<file path="config.mk">
export PLATFORM = sky130hd
export DESIGN_NAME = fixed_point_affine_matrix_unit
export DESIGN_NICKNAME = d
export VERILOG_FILES = /design/src/hw/rtl/fpam_pkg.sv /design/src/hw/rtl/fpam_seq.sv /design/src/hw/rtl/fixed_point_affine_matrix_unit.sv
export SDC_FILE = /design/constraint.sdc
export NUM_CORES = 2
export LEC_CHECK = 0
export BUFFER_PORTS_ARGS = -buffer_cell sky130_fd_sc_hd__buf_4
export CAP_MARGIN = 20
export CORE_MARGIN = 8
export CORE_UTILIZATION = 55
export DETAILED_ROUTE_END_ITERATION = 6
export PLACE_DENSITY = 0.71
export SETUP_SLACK_MARGIN = 0.05
export SLEW_MARGIN = 20
export SYNTH_ARGS = -nofsm -noshare
export SYNTH_HDL_FRONTEND = slang
export SYNTH_SLANG_ARGS = --single-unit
</file>
<file path="constraint.sdc">
create_clock -name clk -period 19.35 [get_ports clk]
set_input_delay 1.935 -clock clk [delete_from_list [all_inputs] [get_ports clk]]
set_output_delay 1.935 -clock clk [all_outputs]
set_load 0.005 [all_outputs]
</file>
<file path="src/hw/rtl/fpam_pkg.sv">
// shared types, op codes and the sequencer program for the affine matrix unit
// no dependencies
package fpam_pkg;

	localparam int WORD_W        = 32;
	localparam int IDX_W         = 4;
	localparam int ELEMS         = 12;
	localparam int FRAC_BITS_DEF = 12;

	// op codes of an input beat
	localparam logic [2:0] OP_LOAD_L   = 3'd0;
	localparam logic [2:0] OP_LOAD_R   = 3'd1;
	localparam logic [2:0] OP_COMPOSE  = 3'd2;
	localparam logic [2:0] OP_XFORM    = 3'd3;
	localparam logic [2:0] OP_IDENTITY = 3'd4;

	// program layout
	localparam int XF_BASE   = 0;
	localparam int CM_BASE   = 9;
	localparam int ROM_DEPTH = 48;
	localparam int PC_W      = $clog2(ROM_DEPTH);

	// second multiplier operand
	typedef enum logic [1:0] {
		QS_RIGHT,
		QS_VX,
		QS_VY,
		QS_VZ
	} qsel_t;

	// one control word
	typedef struct packed {
		logic [IDX_W-1:0] la;    // left matrix read address
		logic [IDX_W-1:0] rb;    // right matrix read address
		qsel_t            qsel;
		logic             first; // clear accumulator
		logic             bias;  // pass left word as bias, no product
		logic             emit;  // word complete after this step
		logic             wb;    // word goes back into left matrix
		logic [IDX_W-1:0] oidx;
		logic             last;
		logic             stop;  // final step of the routine
	} ctl_t;

	typedef ctl_t [ROM_DEPTH-1:0] rom_t;

	function automatic rom_t build_rom();
		rom_t rom;
		int   s;
		rom = '0;
		// vector transform: three words, three products each
		for (int c = 0; c < 3; c++) begin
			for (int k = 0; k < 3; k++) begin
				s = XF_BASE + c * 3 + k;
				rom[s].la    = IDX_W'(k * 3 + c);
				rom[s].qsel  = qsel_t'(2'(k + 1));
				rom[s].first = (k == 0);
				rom[s].emit  = (k == 2);
				rom[s].oidx  = IDX_W'(c);
				rom[s].last  = (c == 2) && (k == 2);
				rom[s].stop  = (c == 2) && (k == 2);
			end
		end
		// compose, rotation part
		for (int w = 0; w < 9; w++) begin
			for (int k = 0; k < 3; k++) begin
				s = CM_BASE + w * 3 + k;
				rom[s].la    = IDX_W'((w / 3) * 3 + k);
				rom[s].rb    = IDX_W'(k * 3 + (w % 3));
				rom[s].qsel  = QS_RIGHT;
				rom[s].first = (k == 0);
				rom[s].emit  = (k == 2);
				rom[s].wb    = 1'b1;
				rom[s].oidx  = IDX_W'(w);
			end
		end
		// compose, translation: three products then the old translation word
		for (int c = 0; c < 3; c++) begin
			for (int k = 0; k < 4; k++) begin
				s = CM_BASE + 27 + c * 4 + k;
				rom[s].qsel  = QS_RIGHT;
				rom[s].wb    = 1'b1;
				rom[s].oidx  = IDX_W'(9 + c);
				rom[s].first = (k == 0);
				if (k < 3) begin
					rom[s].la = IDX_W'(k * 3 + c);
					rom[s].rb = IDX_W'(9 + k);
				end else begin
					rom[s].la   = IDX_W'(9 + c);
					rom[s].bias = 1'b1;
					rom[s].emit = 1'b1;
					rom[s].last = (c == 2);
					rom[s].stop = (c == 2);
				end
			end
		end
		return rom;
	endfunction

	localparam rom_t PROGRAM = build_rom();

endpackage

</file>
<file path="src/hw/rtl/fpam_seq.sv">
// microcode sequencer: step counter over the program table
// depends on fpam_pkg
module fpam_seq import fpam_pkg::*; (
	input  logic       clk,
	input  logic       arst_n,
	input  logic       start,
	input  logic [2:0] op,
	input  logic       adv,
	output logic       running,
	output ctl_t       ctl
);

	logic            running_q;
	logic [PC_W-1:0] pc_q;
	logic [PC_W-1:0] start_pc;

	always_comb begin
		if (op == OP_COMPOSE) begin
			start_pc = PC_W'(CM_BASE);
		end else begin
			start_pc = PC_W'(XF_BASE);
		end
	end

	always_ff @(posedge clk or negedge arst_n) begin
		if (!arst_n) begin
			running_q <= 1'b0;
			pc_q      <= '0;
		end else if (start) begin
			running_q <= 1'b1;
			pc_q      <= start_pc;
		end else if (running_q && adv) begin
			if (PROGRAM[pc_q].stop) begin
				running_q <= 1'b0;
			end else begin
				pc_q <= pc_q + PC_W'(1);
			end
		end
	end

	assign running = running_q;
	assign ctl     = PROGRAM[pc_q];

endmodule

</file>
<file path="src/hw/rtl/fixed_point_affine_matrix_unit.sv">
// top level of the q-format 3x4 affine matrix unit: matrix storage, one shared
// multiply-accumulate datapath and the output register
// depends on fpam_pkg and fpam_seq
//
// channel | dir | handshake          | beat payload
// --------+-----+--------------------+-----------------------------------------
// in      | in  | in_valid/in_stall  | op, index, value, vec_x, vec_y, vec_z
// out     | out | out_valid/out_stall| out_index, out_value, last
//
// loads and identity finish in the cycle they are accepted and give no beat
// a transform issues 9 multiply steps (one product per cycle, unless the output
// stalls, through the single 32x32 multiplier) and blocks input until its last
// beat has reached the output register; a compose issues 39 steps (27 rotation
// products, 9 translation products and 3 bias steps) and blocks input likewise
// reset clears both matrices and the sequencer at once, no sweep
// a stalled output freezes the sequencer and the whole datapath; input stays
// stalled until every beat of the running item has reached the output register
module fixed_point_affine_matrix_unit import fpam_pkg::*; #(
	parameter int FRAC_BITS = FRAC_BITS_DEF
) (
	input  logic                     clk,
	input  logic                     arst_n,
	input  logic                     in_valid,
	output logic                     in_stall,
	input  logic [2:0]               op,
	input  logic [IDX_W-1:0]         index,
	input  logic signed [WORD_W-1:0] value,
	input  logic signed [WORD_W-1:0] vec_x,
	input  logic signed [WORD_W-1:0] vec_y,
	input  logic signed [WORD_W-1:0] vec_z,
	output logic                     out_valid,
	input  logic                     out_stall,
	output logic [IDX_W-1:0]         out_index,
	output logic signed [WORD_W-1:0] out_value,
	output logic                     last
);

	// matrix storage, flops read at one sequencer-chosen address each
	logic [WORD_W-1:0] l_q [ELEMS];
	logic [WORD_W-1:0] r_q [ELEMS];
	// compose result buffer, copied into the left matrix with the last word
	logic [WORD_W-1:0] t_q [ELEMS];
	logic [WORD_W-1:0] vx_q, vy_q, vz_q;

	logic accept;
	logic en;
	logic running;
	ctl_t ctl;

	// stage 1: product or bias word
	logic              v_s1;
	ctl_t              ctl_s1;
	logic [WORD_W-1:0] data_s1;

	// stage 2: accumulator
	logic [WORD_W-1:0] acc_q;
	logic [WORD_W-1:0] bias_q;
	logic              fire_s2;
	logic              wb_s2;
	logic              last_s2;
	logic [IDX_W-1:0]  oidx_s2;

	// output register
	logic              out_valid_q;
	logic [IDX_W-1:0]  out_index_q;
	logic [WORD_W-1:0] out_value_q;
	logic              out_last_q;

	logic [WORD_W-1:0] p_rd;
	logic [WORD_W-1:0] q_rd;
	logic [WORD_W-1:0] prod;
	logic [WORD_W-1:0] res;

	// whole datapath holds while a finished beat waits at the output
	assign en       = !(out_valid_q && out_stall);
	assign in_stall = running || v_s1 || fire_s2;
	assign accept   = in_valid && !in_stall;

	fpam_seq u_seq (
		.clk     (clk),
		.arst_n  (arst_n),
		.start   (accept && (op == OP_COMPOSE || op == OP_XFORM)),
		.op      (op),
		.adv     (en),
		.running (running),
		.ctl     (ctl)
	);

	// operand fetch and multiply
	assign p_rd = l_q[ctl.la];

	always_comb begin
		unique case (ctl.qsel)
			QS_RIGHT: q_rd = r_q[ctl.rb];
			QS_VX:    q_rd = vx_q;
			QS_VY:    q_rd = vy_q;
			QS_VZ:    q_rd = vz_q;
			default:  q_rd = r_q[ctl.rb];
		endcase
	end

	// low word of the product is the same for signed and unsigned operands
	assign prod = p_rd * q_rd;

	always_ff @(posedge clk or negedge arst_n) begin
		if (!arst_n) begin
			v_s1 <= 1'b0;
		end else if (en) begin
			v_s1 <= running;
		end
	end

	always_ff @(posedge clk) begin
		if (en && running) begin
			ctl_s1  <= ctl;
			data_s1 <= ctl.bias ? p_rd : prod;
		end
	end

	// accumulate
	always_ff @(posedge clk) begin
		if (en && v_s1) begin
			if (ctl_s1.bias) begin
				bias_q <= data_s1;
			end else begin
				acc_q <= (ctl_s1.first ? '0 : acc_q) + data_s1;
				if (ctl_s1.emit) begin
					bias_q <= '0;
				end
			end
			oidx_s2 <= ctl_s1.oidx;
			last_s2 <= ctl_s1.last;
			wb_s2   <= ctl_s1.wb;
		end
	end

	always_ff @(posedge clk or negedge arst_n) begin
		if (!arst_n) begin
			fire_s2 <= 1'b0;
		end else if (en) begin
			fire_s2 <= v_s1 && ctl_s1.emit;
		end
	end

	// arithmetic shift rounds toward minus infinity, then the bias word
	assign res = WORD_W'($signed(acc_q) >>> FRAC_BITS) + bias_q;

	// output register
	always_ff @(posedge clk or negedge arst_n) begin
		if (!arst_n) begin
			out_valid_q <= 1'b0;
		end else if (en) begin
			out_valid_q <= fire_s2;
		end
	end

	always_ff @(posedge clk) begin
		if (en && fire_s2) begin
			out_index_q <= oidx_s2;
			out_value_q <= res;
			out_last_q  <= last_s2;
		end
	end

	// compose buffer
	always_ff @(posedge clk) begin
		if (en && fire_s2 && wb_s2) begin
			t_q[oidx_s2] <= res;
		end
	end

	// vector operands, held for the whole transform
	always_ff @(posedge clk) begin
		if (accept && op == OP_XFORM) begin
			vx_q <= vec_x;
			vy_q <= vec_y;
			vz_q <= vec_z;
		end
	end

	// right matrix
	always_ff @(posedge clk or negedge arst_n) begin
		if (!arst_n) begin
			for (int i = 0; i < ELEMS; i++) begin
				r_q[i] <= '0;
			end
		end else if (accept && op == OP_LOAD_R && index < IDX_W'(ELEMS)) begin
			r_q[index] <= value;
		end
	end

	// left matrix: loads, identity, compose write-back
	always_ff @(posedge clk or negedge arst_n) begin
		if (!arst_n) begin
			for (int i = 0; i < ELEMS; i++) begin
				l_q[i] <= '0;
			end
		end else if (en && fire_s2 && wb_s2 && last_s2) begin
			for (int i = 0; i < ELEMS; i++) begin
				l_q[i] <= (IDX_W'(i) == oidx_s2) ? res : t_q[i];
			end
		end else if (accept) begin
			if (op == OP_LOAD_L && index < IDX_W'(ELEMS)) begin
				l_q[index] <= value;
			end else if (op == OP_IDENTITY) begin
				for (int i = 0; i < ELEMS; i++) begin
					l_q[i] <= (i == 0 || i == 4 || i == 8) ?
						(WORD_W'(1) << FRAC_BITS) : '0;
				end
			end
		end
	end

	assign out_valid = out_valid_q;
	assign out_index = out_index_q;
	assign out_value = out_value_q;
	assign last      = out_last_q;

	// a compose or transform beat starts the program
	a_start_runs: assert property (@(posedge clk) disable iff (!arst_n)
		accept && (op == OP_COMPOSE || op == OP_XFORM) |=> running)
		else $error("program did not start");

	// nothing is taken while earlier steps are still in flight
	a_no_overlap: assert property (@(posedge clk) disable iff (!arst_n)
		accept |-> !v_s1 && !fire_s2 && !running)
		else $error("item accepted while datapath busy");

	// the last program step ends the run
	a_stop_ends: assert property (@(posedge clk) disable iff (!arst_n)
		running && en && ctl.stop |=> !running)
		else $error("sequencer ran past its final step");

	// a last beat only comes from a step that stopped the program
	a_last_src: assert property (@(posedge clk) disable iff (!arst_n)
		en && fire_s2 && last_s2 |-> !running && !v_s1)
		else $error("last beat with steps still pending");

endmodule
</file>
==> results.json <==
{
  "outcome": "finished, final reports clean",
  "worst_slew_pin_slew_ps": 1250,
  "fmaxAchievable_mhz": 75.2,
  "finalHoldViolCount": 0,
  "grt_max_degree": 207,
  "synthFlopType": "dfrtp_1",
  "instances_no_fill": 10000,
  "cp.required_ps": 19870,
  "synth-edff-count": 628,
  "synth_top_area_cell": "dfrtp_1",
  "netlist_area_mm2": 0.0829,
  "synthToLayoutAreaGrowth_pct": 10.4,
  "grt_overflow": 0,
  "cts.sinks": 1406,
  "clk_path_buf_depth": 3,
  "slowest_stage": "o21ai_0",
  "num_io_pins": 178,
  "clk_latency_ps": 830,
  "syn_avg_cell_area_um2": 10.5,
  "dr.first_iter.drc_count": 9049,
  "fin_setup_tns_ps": 0,
  "gp_congestion": 0.930,
  "place_inst": 9739,
  "track_usage_pct": 34.6,
  "die_h_um": 404,
  "cpMostUsedCell": "fa_1",
  "timing.slew.headroom_pct": 16.5,
  "core_area_mm2": 0.150,
  "wl_per_cell_um": 28.8,
  "clock_skew_ps": 45.9,
  "max_cap_violations": 0,
  "vias": 65000,
  "port-buffer-count": 177,
  "cp_num_buf_inv": 6,
  "start_kind": "flip-flop",
  "final_common_cell": "nand2_1",
  "synth_nets": 8669,
  "end_kind": "flip-flop",
  "utilization_pct": 61.1,
  "cts_max_level": 4,
  "hold_buffers": 0,
  "cts-buffers-inserted": 150,
  "slowest_delay_ps": 870,
  "synthArstFlopShare_pct": 55.3,
  "hpwl_mm": 183,
  "cp.arrival_ps": 13820,
  "drtAntennaViolNets": 0,
  "layout_min_cycle_time_ps": 13300,
  "synth-seq-cells": 1406,
  "drc": 0,
  "multi_input_area_mm2": 0.0408,
  "routed_wl_mm": 288,
  "crit_path_start": "u_seq.pc_q[0]",
  "worstSetupPathType": "reg -> reg",
  "synth_area_leaders": "dfrtp_1 (23%), edfxtp_1 (23%), fa_1 (9.9%)",
  "start_util_pct": 55.4,
  "nets": 8621,
  "die_area_mm2": 0.163,
  "fp-row-count": 142,
  "die_x_um": 404,
  "yosysUniqueCellTypes": 97,
  "cp_top_family": "adder cells",
  "layout-drive-gt1-share_pct": 15.7,
  "yosysWarnings": 0,
  "stdcell_area_mm2": 0.0916,
  "slew_violations": 0,
  "finalCritPeriodShare_pct": 68.7,
  "seq_area_frac_synth_pct": 46.2,
  "grt_pass1_vias": 64000,
  "firstDrtPassIters": 7,
  "worstHoldStart": "ctl_s1[2]",
  "final_cell_mix": "nand2_1 (1230), dfrtp_1 (778), edfxtp_1 (628)",
  "cts_setup_buffers": 0,
  "synth_top_area_share_pct": 23.5,
  "cts_root_buf": "clkbuf_16",
  "cts_tree": "done",
  "place_area_mm2": 0.0865,
  "vias_per_cell": 6.49,
  "reg2reg_from": "u_seq.pc_q[0]",
  "hp-class": "reg -> reg",
  "rsz0062_at_grt": "no",
  "grt_pass1_wl_mm": 422,
  "cts_resized": 0,
  "antenna_found_initial": 19,
  "syn_inst": 7924,
  "fill_cells": 12100,
  "setup_viol": 0,
  "ff_latch_area_mm2": 0.0383,
  "path_clk_slew_ps": 70,
  "cp_max_fo": 17
}
==> through the flow <==
step / setup slack [ps] / hold slack (ps)
floorplan: 8710 / 400
global placement: 6520 / 416
detailed placement: 6530 / 413
CTS: 6410 / 428
global route: 5860 / 427
finish: 6050 / 425
==> Yosys cell counts, types with 207 or more instances <==
master / instances
clkbuf_1: 424
mux2_2: 411
nand3_1: 234
fa_1: 410
edfxtp_1: 628
o21ai_0: 493
nor2_1: 583
inv_1: 532
nand2_1: 1252
a22oi_1: 207
dfrtp_1: 778
a21oi_1: 271
==> final timing paths <==
| check | to | slack, ps | cells after the start |
|---|---|---|---|
| worst max register to register | data_s1[31] | 6050 | 35 |
| worst min-delay path | oidx_s2[0] | 420 | 0 |
| max in group asynchronous | l_q[315] | 14260 | 5 |
| worst max-delay path | data_s1[31] | 6050 | 35 |
| worst min register to register | oidx_s2[0] | 420 | 0 |
| min in group asynchronous | r_q[84] | 1170 | 1 |
==> layout make-up <==
class	count	share of cell area [%]
Antenna cell	8	0.0219
Clock buffer	216	4.66
Clock inverter	57	0.786
Inverter	535	2.19
Multi-Input combinational cell	5400	44.5
Sequential cell	1406	41.9
Tap cell	2016	2.76
Timing Repair Buffer	383	3.21
==> cell families after synthesis <==
family	synth area share (%)
AOI/OAI and AO/OA	11.6
xor gates and xnor gates	1.54
adders and majority gates	12.9
buffers and inverters	5.62
DFF	46.2
muxes	8.66
and+or+nand+nor	13.5
==> state kept, by name, summed over array words and instances, names as in the netlist <==
register	count
v_s1	1
out_valid	1
bias_q	32
vx_q	32
ctl_s1	9
out_index	4
data_s1	32
last	1
u_seq.running	1
last_s2	1
l_q	384
vy_q	32
r_q	384
vz_q	32
out_value	32
oidx_s2	4
acc_q	32
fire_s2	1
u_seq.pc_q	6
t_q	384
wb_s2	1
==> metal layers <==
layer	wire (um)	up-vias	share of wire [%]	track usage, %
li1	-	27300	-	-
met1	106000	32300	37	45.6
met2	125000	4362	44	51.7
met3	38000	1036	13	10.5
met4	18700	8	6.5	18.5
met5	48	-	0.017	0
==> worst reg2reg max path, delay by kind of cell (launching register included) <==
family                     cells  cell delay [ps]
AOI/OAI and AO/OA              2              950
buffers and inverters          6             1530
xor gates and xnor gates      12             2670
and+or+nand+nor                6             2770
DFF                            1              710
adders and majority gates      9             4370
Power is left out: the tool's default activity adds up to more than one toggle a clock period on the data nets, which glitch-free logic cannot reach.
